**src/design/pmsq_pkg.sv**
```systemverilog
package pmsq_pkg;

  localparam int NUM_SLOTS   = 16;
  localparam int PRIO_LEVELS = 32;
  localparam int MAX_BYTES   = 4096;

  localparam int SLOT_W = $clog2(NUM_SLOTS);
  localparam int CNT_W  = $clog2(NUM_SLOTS + 1);
  localparam int LEN_W  = 12;
  localparam int PRI_W  = 5;
  localparam int AGE_W  = 32;

  localparam logic [4:0]  CFG_SLOTS_RST = 5'd4;
  localparam logic [11:0] CFG_MAXB_RST  = 12'd32;

  localparam logic REG_SLOTS = 1'b0;
  localparam logic REG_MAXB  = 1'b1;

  typedef enum logic {
    MODE_SEND,
    MODE_RECV
  } mode_e;

  typedef enum logic [2:0] {
    ST_OK,
    ST_BLOCK,
    ST_TOO_BIG,
    ST_NO_ACCESS,
    ST_BAD_LEN
  } status_e;

  typedef struct packed {
    logic [LEN_W-1:0] len;
    logic [PRI_W-1:0] pri;
    logic [AGE_W-1:0] age;
  } slot_entry_t;

endpackage

```
**src/design/pmsq_ram.sv**
```systemverilog
module pmsq_ram #(
  parameter int WIDTH = 8,
  parameter int DEPTH = 16
) (
  input  logic                     clk_i,
  input  logic                     we_i,
  input  logic [$clog2(DEPTH)-1:0] waddr_i,
  input  logic [WIDTH-1:0]         wdata_i,
  input  logic [$clog2(DEPTH)-1:0] raddr_i,
  output logic [WIDTH-1:0]         rdata_o
);

  logic [WIDTH-1:0] mem [DEPTH];

  always_ff @(posedge clk_i) begin
    if (we_i) begin
      mem[waddr_i] <= wdata_i;
    end
    rdata_o <= mem[raddr_i];
  end

endmodule

```
**src/design/priority_message_slot_queue.sv**
```systemverilog
// send: the result beat is loaded from S_SEND, and input stalls until S_IDLE
// receive: every slot descriptor is read once from the slot ram, one per cycle,
//   then S_LAST and S_DECIDE pass before the result beat is loaded
// a finished result waits in the output register while the next item is taken
// reset clears the slot valid bits, the message count and the age stamp and returns
//   the config registers to their defaults; the slot ram is not cleared
module priority_message_slot_queue
  import pmsq_pkg::*;
(
  input  logic        clk_i,
  input  logic        rst_ni,

  input  logic        psel,
  input  logic        penable,
  input  logic        pwrite,
  input  logic [2:0]  paddr,
  input  logic [31:0] pwdata,
  output logic [31:0] prdata,
  output logic        pready,

  input  logic        in_valid_i,
  output logic        in_stall_o,
  input  logic        mode_i,
  input  logic [11:0] length_i,
  input  logic [4:0]  priority_in_i,
  input  logic        may_write_i,

  output logic        out_valid_o,
  input  logic        out_stall_i,
  output logic [2:0]  status_o,
  output logic [3:0]  slot_o,
  output logic [11:0] out_length_o,
  output logic [4:0]  out_priority_o,
  output logic [4:0]  message_count_o
);

  typedef enum logic [2:0] {
    S_IDLE,
    S_SEND,
    S_SCAN,
    S_LAST,
    S_DECIDE
  } state_e;

  state_e state_q;

  logic [4:0]  slots_q;
  logic [11:0] maxb_q;

  logic [NUM_SLOTS-1:0] used_q;
  logic [CNT_W-1:0]     held_q;
  logic [AGE_W-1:0]     age_q;

  logic [LEN_W-1:0] op_len_q;
  logic [PRI_W-1:0] op_pri_q;
  logic             op_wr_q;

  logic [SLOT_W-1:0] cnt_q;
  logic              pend_q;
  logic [SLOT_W-1:0] pend_idx_q;
  logic              found_q;
  logic [SLOT_W-1:0] best_idx_q;
  logic [LEN_W-1:0]  best_len_q;
  logic [PRI_W-1:0]  best_pri_q;
  logic [AGE_W-1:0]  best_age_q;

  logic              out_valid_q;
  status_e           out_status_q;
  logic [SLOT_W-1:0] out_slot_q;
  logic [LEN_W-1:0]  out_len_q;
  logic [PRI_W-1:0]  out_pri_q;
  logic [CNT_W-1:0]  out_cnt_q;

  logic              cfg_wr;
  logic              in_acc;
  logic              out_free;
  logic              out_load;
  logic [CNT_W-1:0]  cap;
  logic [LEN_W-1:0]  lim;
  logic [PRI_W-1:0]  send_pri;
  logic              free_found;
  logic [SLOT_W-1:0] free_idx;
  status_e           send_status;
  logic              take;

  logic              ram_we;
  logic [SLOT_W-1:0] ram_raddr;
  slot_entry_t       ram_wdata;
  slot_entry_t       ram_rdata;

  assign pready = 1'b1;
  assign cfg_wr = psel && penable && pwrite && pready;

  always_comb begin
    case (paddr[2])
      REG_SLOTS: prdata = {27'd0, slots_q};
      REG_MAXB:  prdata = {20'd0, maxb_q};
      default:   prdata = 32'd0;
    endcase
  end

  assign in_stall_o = (state_q != S_IDLE);
  assign in_acc     = in_valid_i && !in_stall_o;
  assign out_free   = !out_valid_q || !out_stall_i;
  assign out_load   = ((state_q == S_SEND) || (state_q == S_DECIDE)) && out_free;

  assign cap = (CNT_W'(slots_q) > CNT_W'(NUM_SLOTS)) ? CNT_W'(NUM_SLOTS) : CNT_W'(slots_q);

  always_comb begin
    lim = {maxb_q[11:2], 2'b00};
    if (lim > LEN_W'(MAX_BYTES - 4)) begin
      lim = LEN_W'(MAX_BYTES - 4);
    end
  end

  assign send_pri = (op_pri_q > PRI_W'(PRIO_LEVELS - 1)) ? PRI_W'(PRIO_LEVELS - 1) : op_pri_q;

  always_comb begin
    free_found = 1'b0;
    free_idx   = '0;
    for (int i = NUM_SLOTS - 1; i >= 0; i--) begin
      if (!used_q[i] && (CNT_W'(i) < cap)) begin
        free_found = 1'b1;
        free_idx   = SLOT_W'(i);
      end
    end
  end

  always_comb begin
    if (!op_wr_q) begin
      send_status = ST_NO_ACCESS;
    end else if (op_len_q > lim) begin
      send_status = ST_TOO_BIG;
    end else if (op_len_q == '0) begin
      send_status = ST_BAD_LEN;
    end else if ((held_q < cap) && free_found) begin
      send_status = ST_OK;
    end else begin
      send_status = ST_BLOCK;
    end
  end

  // best-so-far update for the descriptor that came back from the ram
  assign take = pend_q && used_q[pend_idx_q] &&
                (!found_q || (ram_rdata.pri > best_pri_q) ||
                 ((ram_rdata.pri == best_pri_q) &&
                  ($signed(ram_rdata.age) < $signed(best_age_q))));

  assign ram_we        = (state_q == S_SEND) && out_free && (send_status == ST_OK);
  assign ram_raddr     = cnt_q;
  assign ram_wdata.len = op_len_q;
  assign ram_wdata.pri = send_pri;
  assign ram_wdata.age = age_q;

  pmsq_ram #(
    .WIDTH ($bits(slot_entry_t)),
    .DEPTH (NUM_SLOTS)
  ) u_slot_ram (
    .clk_i   (clk_i),
    .we_i    (ram_we),
    .waddr_i (free_idx),
    .wdata_i (ram_wdata),
    .raddr_i (ram_raddr),
    .rdata_o (ram_rdata)
  );

  always_ff @(posedge clk_i or negedge rst_ni) begin
    if (!rst_ni) begin
      state_q      <= S_IDLE;
      slots_q      <= CFG_SLOTS_RST;
      maxb_q       <= CFG_MAXB_RST;
      used_q       <= '0;
      held_q       <= '0;
      age_q        <= '0;
      cnt_q        <= '0;
      pend_q       <= 1'b0;
      found_q      <= 1'b0;
      out_valid_q  <= 1'b0;
    end else begin
      if (cfg_wr) begin
        case (paddr[2])
          REG_SLOTS: slots_q <= pwdata[4:0];
          REG_MAXB:  maxb_q  <= pwdata[11:0];
          default: ;
        endcase
      end

      if (out_load) begin
        out_valid_q <= 1'b1;
      end else if (out_valid_q && !out_stall_i) begin
        out_valid_q <= 1'b0;
      end

      if (take) begin
        found_q    <= 1'b1;
        best_idx_q <= pend_idx_q;
        best_len_q <= ram_rdata.len;
        best_pri_q <= ram_rdata.pri;
        best_age_q <= ram_rdata.age;
      end

      case (state_q)
        S_IDLE: begin
          if (in_acc) begin
            op_len_q  <= length_i;
            op_pri_q  <= priority_in_i;
            op_wr_q   <= may_write_i;
            cnt_q     <= '0;
            pend_q    <= 1'b0;
            found_q   <= 1'b0;
            state_q   <= (mode_i == MODE_SEND) ? S_SEND : S_SCAN;
          end
        end
        S_SEND: begin
          if (out_free) begin
            out_status_q <= send_status;
            if (send_status == ST_OK) begin
              used_q[free_idx] <= 1'b1;
              held_q           <= held_q + 1'b1;
              age_q            <= age_q + 1'b1;
              out_slot_q       <= free_idx;
              out_len_q        <= op_len_q;
              out_pri_q        <= send_pri;
              out_cnt_q        <= held_q + 1'b1;
            end else begin
              out_slot_q <= '0;
              out_len_q  <= '0;
              out_pri_q  <= '0;
              out_cnt_q  <= held_q;
            end
            state_q <= S_IDLE;
          end
        end
        S_SCAN: begin
          pend_q     <= 1'b1;
          pend_idx_q <= cnt_q;
          cnt_q      <= cnt_q + 1'b1;
          if (cnt_q == SLOT_W'(NUM_SLOTS - 1)) begin
            state_q <= S_LAST;
          end
        end
        S_LAST: begin
          pend_q  <= 1'b0;
          state_q <= S_DECIDE;
        end
        S_DECIDE: begin
          if (out_free) begin
            if (!found_q) begin
              out_status_q <= ST_BLOCK;
              out_slot_q   <= '0;
              out_len_q    <= '0;
              out_pri_q    <= '0;
              out_cnt_q    <= held_q;
            end else if (op_len_q < best_len_q) begin
              out_status_q <= ST_TOO_BIG;
              out_slot_q   <= '0;
              out_len_q    <= '0;
              out_pri_q    <= '0;
              out_cnt_q    <= held_q;
            end else begin
              used_q[best_idx_q] <= 1'b0;
              out_status_q       <= ST_OK;
              out_slot_q         <= best_idx_q;
              out_len_q          <= best_len_q;
              out_pri_q          <= best_pri_q;
              if (held_q != '0) begin
                held_q    <= held_q - 1'b1;
                out_cnt_q <= held_q - 1'b1;
              end else begin
                out_cnt_q <= held_q;
              end
            end
            state_q <= S_IDLE;
          end
        end
        default: state_q <= S_IDLE;
      endcase
    end
  end

  assign out_valid_o     = out_valid_q;
  assign status_o        = out_status_q;
  assign slot_o          = out_slot_q;
  assign out_length_o    = out_len_q;
  assign out_priority_o  = out_pri_q;
  assign message_count_o = out_cnt_q;

  a_held_matches_used: assert property (@(posedge clk_i) disable iff (!rst_ni)
    held_q == CNT_W'($countones(used_q)))
    else $error("message count differs from used slots");

  a_write_marks_used: assert property (@(posedge clk_i) disable iff (!rst_ni)
    ram_we |=> used_q[$past(free_idx)])
    else $error("written slot not marked used");

  a_write_only_free: assert property (@(posedge clk_i) disable iff (!rst_ni)
    ram_we |-> !used_q[free_idx])
    else $error("send overwrites a used slot");

  a_ok_has_length: assert property (@(posedge clk_i) disable iff (!rst_ni)
    (out_valid_o && (status_o == ST_OK)) |-> (out_length_o != '0))
    else $error("ok beat with zero length");

endmodule

```
**config.mk**
```make
export PLATFORM = sky130hd
export DESIGN_NAME = priority_message_slot_queue
export DESIGN_NICKNAME = d
export VERILOG_FILES = /design/src/design/pmsq_pkg.sv /design/src/design/pmsq_ram.sv /design/src/design/priority_message_slot_queue.sv
export SDC_FILE = /design/constraint.sdc
export NUM_CORES = 1
export LEC_CHECK = 0
export ABC_AREA = 1
export BUFFER_PORTS_ARGS = -buffer_cell sky130_fd_sc_hd__buf_4
export CAP_MARGIN = 0
export CORE_MARGIN = 1
export CORE_UTILIZATION = 60
export CTS_BUF_LIST = sky130_fd_sc_hd__clkbuf_4
export CTS_CLUSTER_SIZE = 8
export DETAILED_ROUTE_END_ITERATION = 12
export HOLD_SLACK_MARGIN = 0.02
export PLACE_DENSITY = 0.76
export SYNTH_ARGS = -nofsm -noshare
export SYNTH_HDL_FRONTEND = slang
export SYNTH_SLANG_ARGS = --single-unit
export TNS_END_PERCENT = 20
```
**constraint.sdc**
```tcl
create_clock -name clk_i -period 9.8 [get_ports clk_i]
set_input_delay 1.96 -clock clk_i [delete_from_list [all_inputs] [get_ports clk_i]]
set_output_delay 1.96 -clock clk_i [all_outputs]
set_load 0.02 [all_outputs]
```
* After elaboration in Yosys (flattened, before gate mapping)
Memories as Yosys holds them, arrays and structs flattened. A register that Yosys moved wholly into a read port is not among the register bits.
Cells that the tools add are included.
** Storage, ports and cells
- Register bits :: 184
- Bits in writable memories :: 784
- Bits of input ports :: 61
- Output and inout port bits :: 64
- Word-level logic and storage cells :: 248
- Memories kept :: 1
** Cells by class
- Add/sub/neg operators :: 4
- Magnitude comparators :: 29
- Eq/ne operators :: 14
- Muxes and demuxes :: 98
- Bitwise logic cells :: 4
- Reduce and logical (&&, ||, !) cells :: 75
** Memory list
- u_slot_ram.mem :: depth 16, bits a word 49, read ports 1, clocked after Yosys merged registers in 1, write ports 1, RTL line pmsq_ram.sv:13 : logic [WIDTH-1:0] mem [DEPTH];
** Operators by type and width (number)
- $mux W4 :: 22
- $mux W16 :: 5
- $mux W12 :: 6
- $mux W5 :: 13
- $pmux W32 S2 :: 1
- $lt A4 B5 Y1 const A :: 8
- $add A32 B1 Y32 const B :: 1
- $lt A32 B32 Y1 :: 1
- $pmux W16 S2 :: 1
- $logic_and A1 B1 Y1 :: 29
- $mux W1 :: 28
- $mux W3 :: 8
- $pmux W12 S2 :: 1
- $logic_not A1 Y1 :: 20
- $lt A3 B5 Y1 const A :: 4
- $pmux W5 S2 :: 2
- $and A16 B16 Y16 :: 1
- $not A16 Y16 :: 1
- $or A16 B16 Y16 :: 1
- $pmux W4 S2 :: 2
- $lt A4 B5 Y1 const B :: 3
- $gt A12 B12 Y1 :: 1
- $gt A12 B12 Y1 const B :: 1
- $logic_not A12 Y1 :: 1
- 34 further kinds :: 63

* Depth between registers and ports, before layout
- Word-level depth :: 29
- Gate-level depth with buffers :: 24
- Gate-level depth less buffers :: 24

* Modules after synthesis
A second synthesis with hierarchy kept.
** Unflattened totals
- Cells, all modules :: 4389
- Area total of the unflattened synthesis :: 45072.0 um2
** Modules (own cells, without submodules)
- pmsq_ram :: instances 1, cells each 3231, area each 34707.0 um2, seq. area each 24523.5 um2
- priority_message_slot_queue :: instances 1, cells each 1158, area each 10364.9 um2, seq. area each 5127.4 um2

* Worst setup path before layout
No wires, ideal clock.
- Kind :: input to register
- Start :: in out_stall_i
- End :: mem u_slot_ram.mem[12][0] (netlist name) (enable)
- Setup time :: 0.484 ns
- Data arrival time :: 5.339 ns
- Required time :: 9.316 ns
- Path slack :: 3.977 ns
- Stages :: 7
- Path buffers :: 2
- Path through :: nand2_1 inv_1 nor3_4 buf_6 inv_2 buf_6 nor4_2
** Between the ends
- Word-level cells in the longest chain between the ends :: 6
** Ends and longest elaborated chain
- from (decl) :: RTL line priority_message_slot_queue.sv:29 : input logic out_stall_i,
- $logic_not A1 Y1 :: RTL line priority_message_slot_queue.sv:104 : assign out_free = !out_valid_q || !out_stall_i;
- $logic_or A1 B1 Y1 :: RTL line priority_message_slot_queue.sv:104
- $logic_and A1 B1 Y1 (2 in series) :: RTL line priority_message_slot_queue.sv:149 : assign ram_we = (state_q == S_SEND) && out_free && (send_status == ST_OK);
- $mux W1 :: RTL line pmsq_ram.sv:16 : if (we_i) begin
- $mux W1 (implied by the code) :: RTL line pmsq_ram.sv:17 : mem[waddr_i] <= wdata_i;
- to (decl) :: RTL line pmsq_ram.sv:13
No other way between the ends.

* Worst setup path in the final report
- Start :: reg op_len_q[10]
- End :: mem u_slot_ram.mem[1][26] (netlist name) (enable)
** Between the ends
- Word-level cells in the longest chain between the ends :: 8
- Elaborated cells on any way between the ends :: 9
- Those cells by class :: 1 x order compare; 5 x mux; 3 x reduce/logical
** Ends and longest elaborated chain
- from (decl) :: RTL line priority_message_slot_queue.sv:54 : logic [LEN_W-1:0] op_len_q;
- from (signal assigned) :: RTL line priority_message_slot_queue.sv:205 : op_len_q <= length_i;
- parallel branches: the longest is 2 deep, another holds $gt A12 B12 Y1
- $mux W3 (*) :: RTL line priority_message_slot_queue.sv:132 : end else if (op_len_q > lim) begin
- $mux W3 (*) :: RTL line priority_message_slot_queue.sv:130 : if (!op_wr_q) begin
- $logic_not A3 Y1 (*) :: RTL line priority_message_slot_queue.sv:149
- $logic_and A1 B1 Y1 (*) :: RTL line priority_message_slot_queue.sv:149
- $mux W1 (*) :: RTL line pmsq_ram.sv:16
- $mux W1 (implied by the code) (*) :: RTL line pmsq_ram.sv:17
Mark *: on every way between the ends.

==> flow_metrics.env <==
export IMPL_placed_cell_area_mm2=0.0425
export IMPL_maxSlewHeadroom_pct=19.8
export IMPL_drt_pass1_iterations=6
export IMPL_crit_arrival_ps=5830
export IMPL_post_cts_buffers=0
export IMPL_ctsHoldBuffers=0
export IMPL_syn_area_per_cell_um2=12.4
export IMPL_grt_max_degree=189
export IMPL_wirelength_um=103000
export IMPL_setup_violations=0
export IMPL_path_class="flip-flop to flip-flop"
export IMPL_synth_mux_area_fraction_pct=0
export IMPL_multiInputGateArea_mm2=0.0102
export IMPL_fp_dieW_um=264
export IMPL_holdWs_ps=364
export IMPL_powerDensity_mw_per_mm2=260
export IMPL_preCtsSetupSlack_ps=4660
export IMPL_cts_buffers=274
export IMPL_grt_ovfl_total=0
export IMPL_drtIter0Drc=2779
export IMPL_synth_top_area_share_pct=64.8
export IMPL_outcome="completed"
export IMPL_fmax_ghz=0.194
export IMPL_final_nets=3670
export IMPL_syn_inst=3326
export IMPL_synth_xor_xnor_area_share_pct=0.723
export IMPL_hold_violations=0
export IMPL_area_growth_pct=11.3
export IMPL_grt_pass1_vias=28000
export IMPL_dpl_cell_count=4141
export IMPL_placementRows=95
export IMPL_synth_adder_area_share_pct=1.98
export IMPL_met2_usage_pct=49.8
export IMPL_drive_above_1_share_pct=15.8
export IMPL_drt_wirelength_per_cell_um=22.3
export IMPL_place_congestion=0.906
export IMPL_antenna_found_initial=2
export IMPL_drc=0
export IMPL_critPathMaxFanout=38
export IMPL_worst_pin_slew_ps=1200
export IMPL_hp_class="flip-flop to flip-flop"
export IMPL_fin_skew_ps=102
export IMPL_p_total_mw=11.9
export IMPL_fp_dieH_um=264
export IMPL_cts_root_buf="clkbuf_4"
export IMPL_final_antenna_net_count=0
export IMPL_max_cap_violations=0
export IMPL_power_leakage_nw=16.7
export IMPL_met3_usage_pct=4.84
export IMPL_endpoint_kind="flip-flop"
export IMPL_ios=125
export IMPL_cts_htree_levels=5
export IMPL_synth_largest_area_cell="edfxtp_1"
export IMPL_path_clk_slew_ps=70
export IMPL_max_vdd_ir_drop_mv=0.164
export IMPL_synth_area_leaders="edfxtp_1 65%, nand2_1 4.9%, dfrtp_1 4.7%, o21ai_0 3.8%, nor2_1 2.9%"
export IMPL_finalSetupTns_ps=0
export IMPL_io_buffers=81
export IMPL_stdcell_count=4606
export IMPL_grt_use_total_pct=29.6
export IMPL_synth_seq_area_share_pct=72.0
export IMPL_ctsResizeCount=0
export IMPL_synth_compound_area_share_pct=10.2
export IMPL_routed_via_density=6.07
export IMPL_place_hpwl_um=53600
export IMPL_start_kind="flip-flop"
export IMPL_synth_area_mm2=0.0412
export IMPL_synth_cell_types=54
export IMPL_core_area_mm2=0.0675
export IMPL_rsz0062_at_grt="no"
export IMPL_grtUsageMet1_pct=37.7
export IMPL_clock_path_buffers=4
export IMPL_clock_sinks=1017
export IMPL_min_period_ps=5150
export IMPL_post_route_period_util_pct=52.5
export IMPL_synth_top_family_by_area="simple AND/OR/NAND/NOR gates"
export IMPL_grt_pass1_wl_um=156000
export IMPL_clk_latency_ps=1130
export IMPL_critPathRequiredTime_ps=10480
export IMPL_setup_slack_ps=4650
export IMPL_ys_warnings_count=0
export IMPL_synth_simple_area_share_pct=11.3
export IMPL_nFillCells=4776
export IMPL_maxSlewViolCount=0
export IMPL_final_cell_area_mm2=0.0458
export IMPL_die_area_mm2=0.0697
export IMPL_fin_util_pct=67.9
export IMPL_yosys_register_bits=1017
export IMPL_initial_core_util_pct=61.0
export IMPL_top_usage_layer="met2"
export IMPL_layout_area_seq_mm2=0.0297
export IMPL_num_vias=28000
export IMPL_cts_tree="built"
[cells in the final DEF (no fill, tap or decap), types with 3 or more instances in the layout]
master	synthesis	routed
a211oi_1	5	5
nor2_2	4	6
nand2_1	541	540
a32o_1	15	15
buf_4	22	122
o211ai_1	5	5
xor2_1	23	23
clkinv_2	0	12
nor2_1	319	302
nand3b_1	3	3
o21ai_1	3	3
inv_1	175	174
xnor2_1	11	11
ha_1	65	65
inv_2	6	15
nand2_2	4	5
nand3_1	123	123
clkbuf_4	0	396
a21oi_1	192	191
dfrtp_1	78	74
o32ai_1	6	6
nor2_4	1	16
conb_1	2	21
nor3_1	40	40
dfxtp_1	49	49
a221oi_1	56	56
o221ai_1	43	43
nand4_1	60	60
o22ai_1	59	59
o21ai_0	313	313
nor4_1	11	11
edfxtp_1	888	888
clkinv_1	3	45
diode_2	0	5
[critical path, stage by stage (launching register included)]
cell       delay [ps]
edfxtp_1          720
ha_1              450
nand4_1           120
nor3_1            260
o21ai_0           140
o2111ai_1          90
o21ai_0           180
nand2_1           140
nor2_2             60
nor2_2            100
nand2_2           120
nor3_4            150
buf_4             400
inv_2              40
buf_4             330
nor2_4            560
buf_4             760
[cell families after synthesis]
group,after synthesis
simple gates,1114
flops,1017
compound gates,711
buf+inv,383
fa+ha+maj,65
xor+xnor,34
other cells,2
[cell type report]
class / instances / share of cell area [%]
Antenna cell: 5 / 0.0273
Clock buffer: 396 / 6.49
Clock inverter: 64 / 0.614
Tap cell: 873 / 2.38
Inverter: 184 / 1.52
Multi-Input combinational cell: 1945 / 22.2
Timing Repair Buffer: 122 / 2.00
Sequential cell: 1017 / 64.7
[per-layer routing]
layer,vias up,share of wire (%)
met4,0,3.2
met2,1439,50
li1,12700,-
met5,-,0
met3,267,8.5
met1,13600,38
[state kept, by name (all words and copies together) (netlist names), 12 cells and up]
register and cells:
u_slot_ram.mem 784, u_slot_ram.rdata_o 49, age_q 32, best_age_q 32, used_q 16, best_len_q 12
maxb_q 12, op_len_q 12, out_length_o 12
[cells in the mapped netlist (all sizes together)]
cell type  count
a211oi         5
a21boi         3
a21oi        193
a221oi        56
a31oi          1
a32o          15
and3           1
buf           36
clkbuf       163
clkinv         3
conb           2
dfrtp         78
dfstp          2
dfxtp         49
edfxtp       888
ha            65
inv          181
nand2        545
nand3        124
nand3b         3
nand4         60
nor2         324
nor3          42
nor3b          1
nor4          13
o2111ai        2
o211ai         5
o21ai        318
o21bai         2
o221ai        43
o22ai         59
o311ai         2
o31ai          1
o32ai          6
or2            1
xnor2         11
xor2          23
[path summary, 6_finish.rpt]
check                                  startpoint  slack (ps)               endpoint  cells past startpoint
max                                  op_len_q[10]        4650  u_slot_ram.mem[1][26]                     16
min                        u_slot_ram.rdata_o[40]         360          best_len_q[3]                      0
max reg2reg                          op_len_q[10]        4650  u_slot_ram.mem[1][26]                     16
min reg2reg                u_slot_ram.rdata_o[40]         360          best_len_q[3]                      0
max in group asynchronous                  rst_ni        7790               cnt_q[0]                      2
min in group asynchronous                  rst_ni         850              maxb_q[6]                      1
[where the power goes]
group | internal [mW] | total (mW) | leakage [nW] | switching, mW
Sequential | 5.18 | 5.48 | 9.38 | 0.308
Clock | 1.88 | 3.52 | 1.98 | 1.65
Combinational | 0.834 | 2.91 | 5.34 | 2.08
Power figures use the tool's default switching activity.
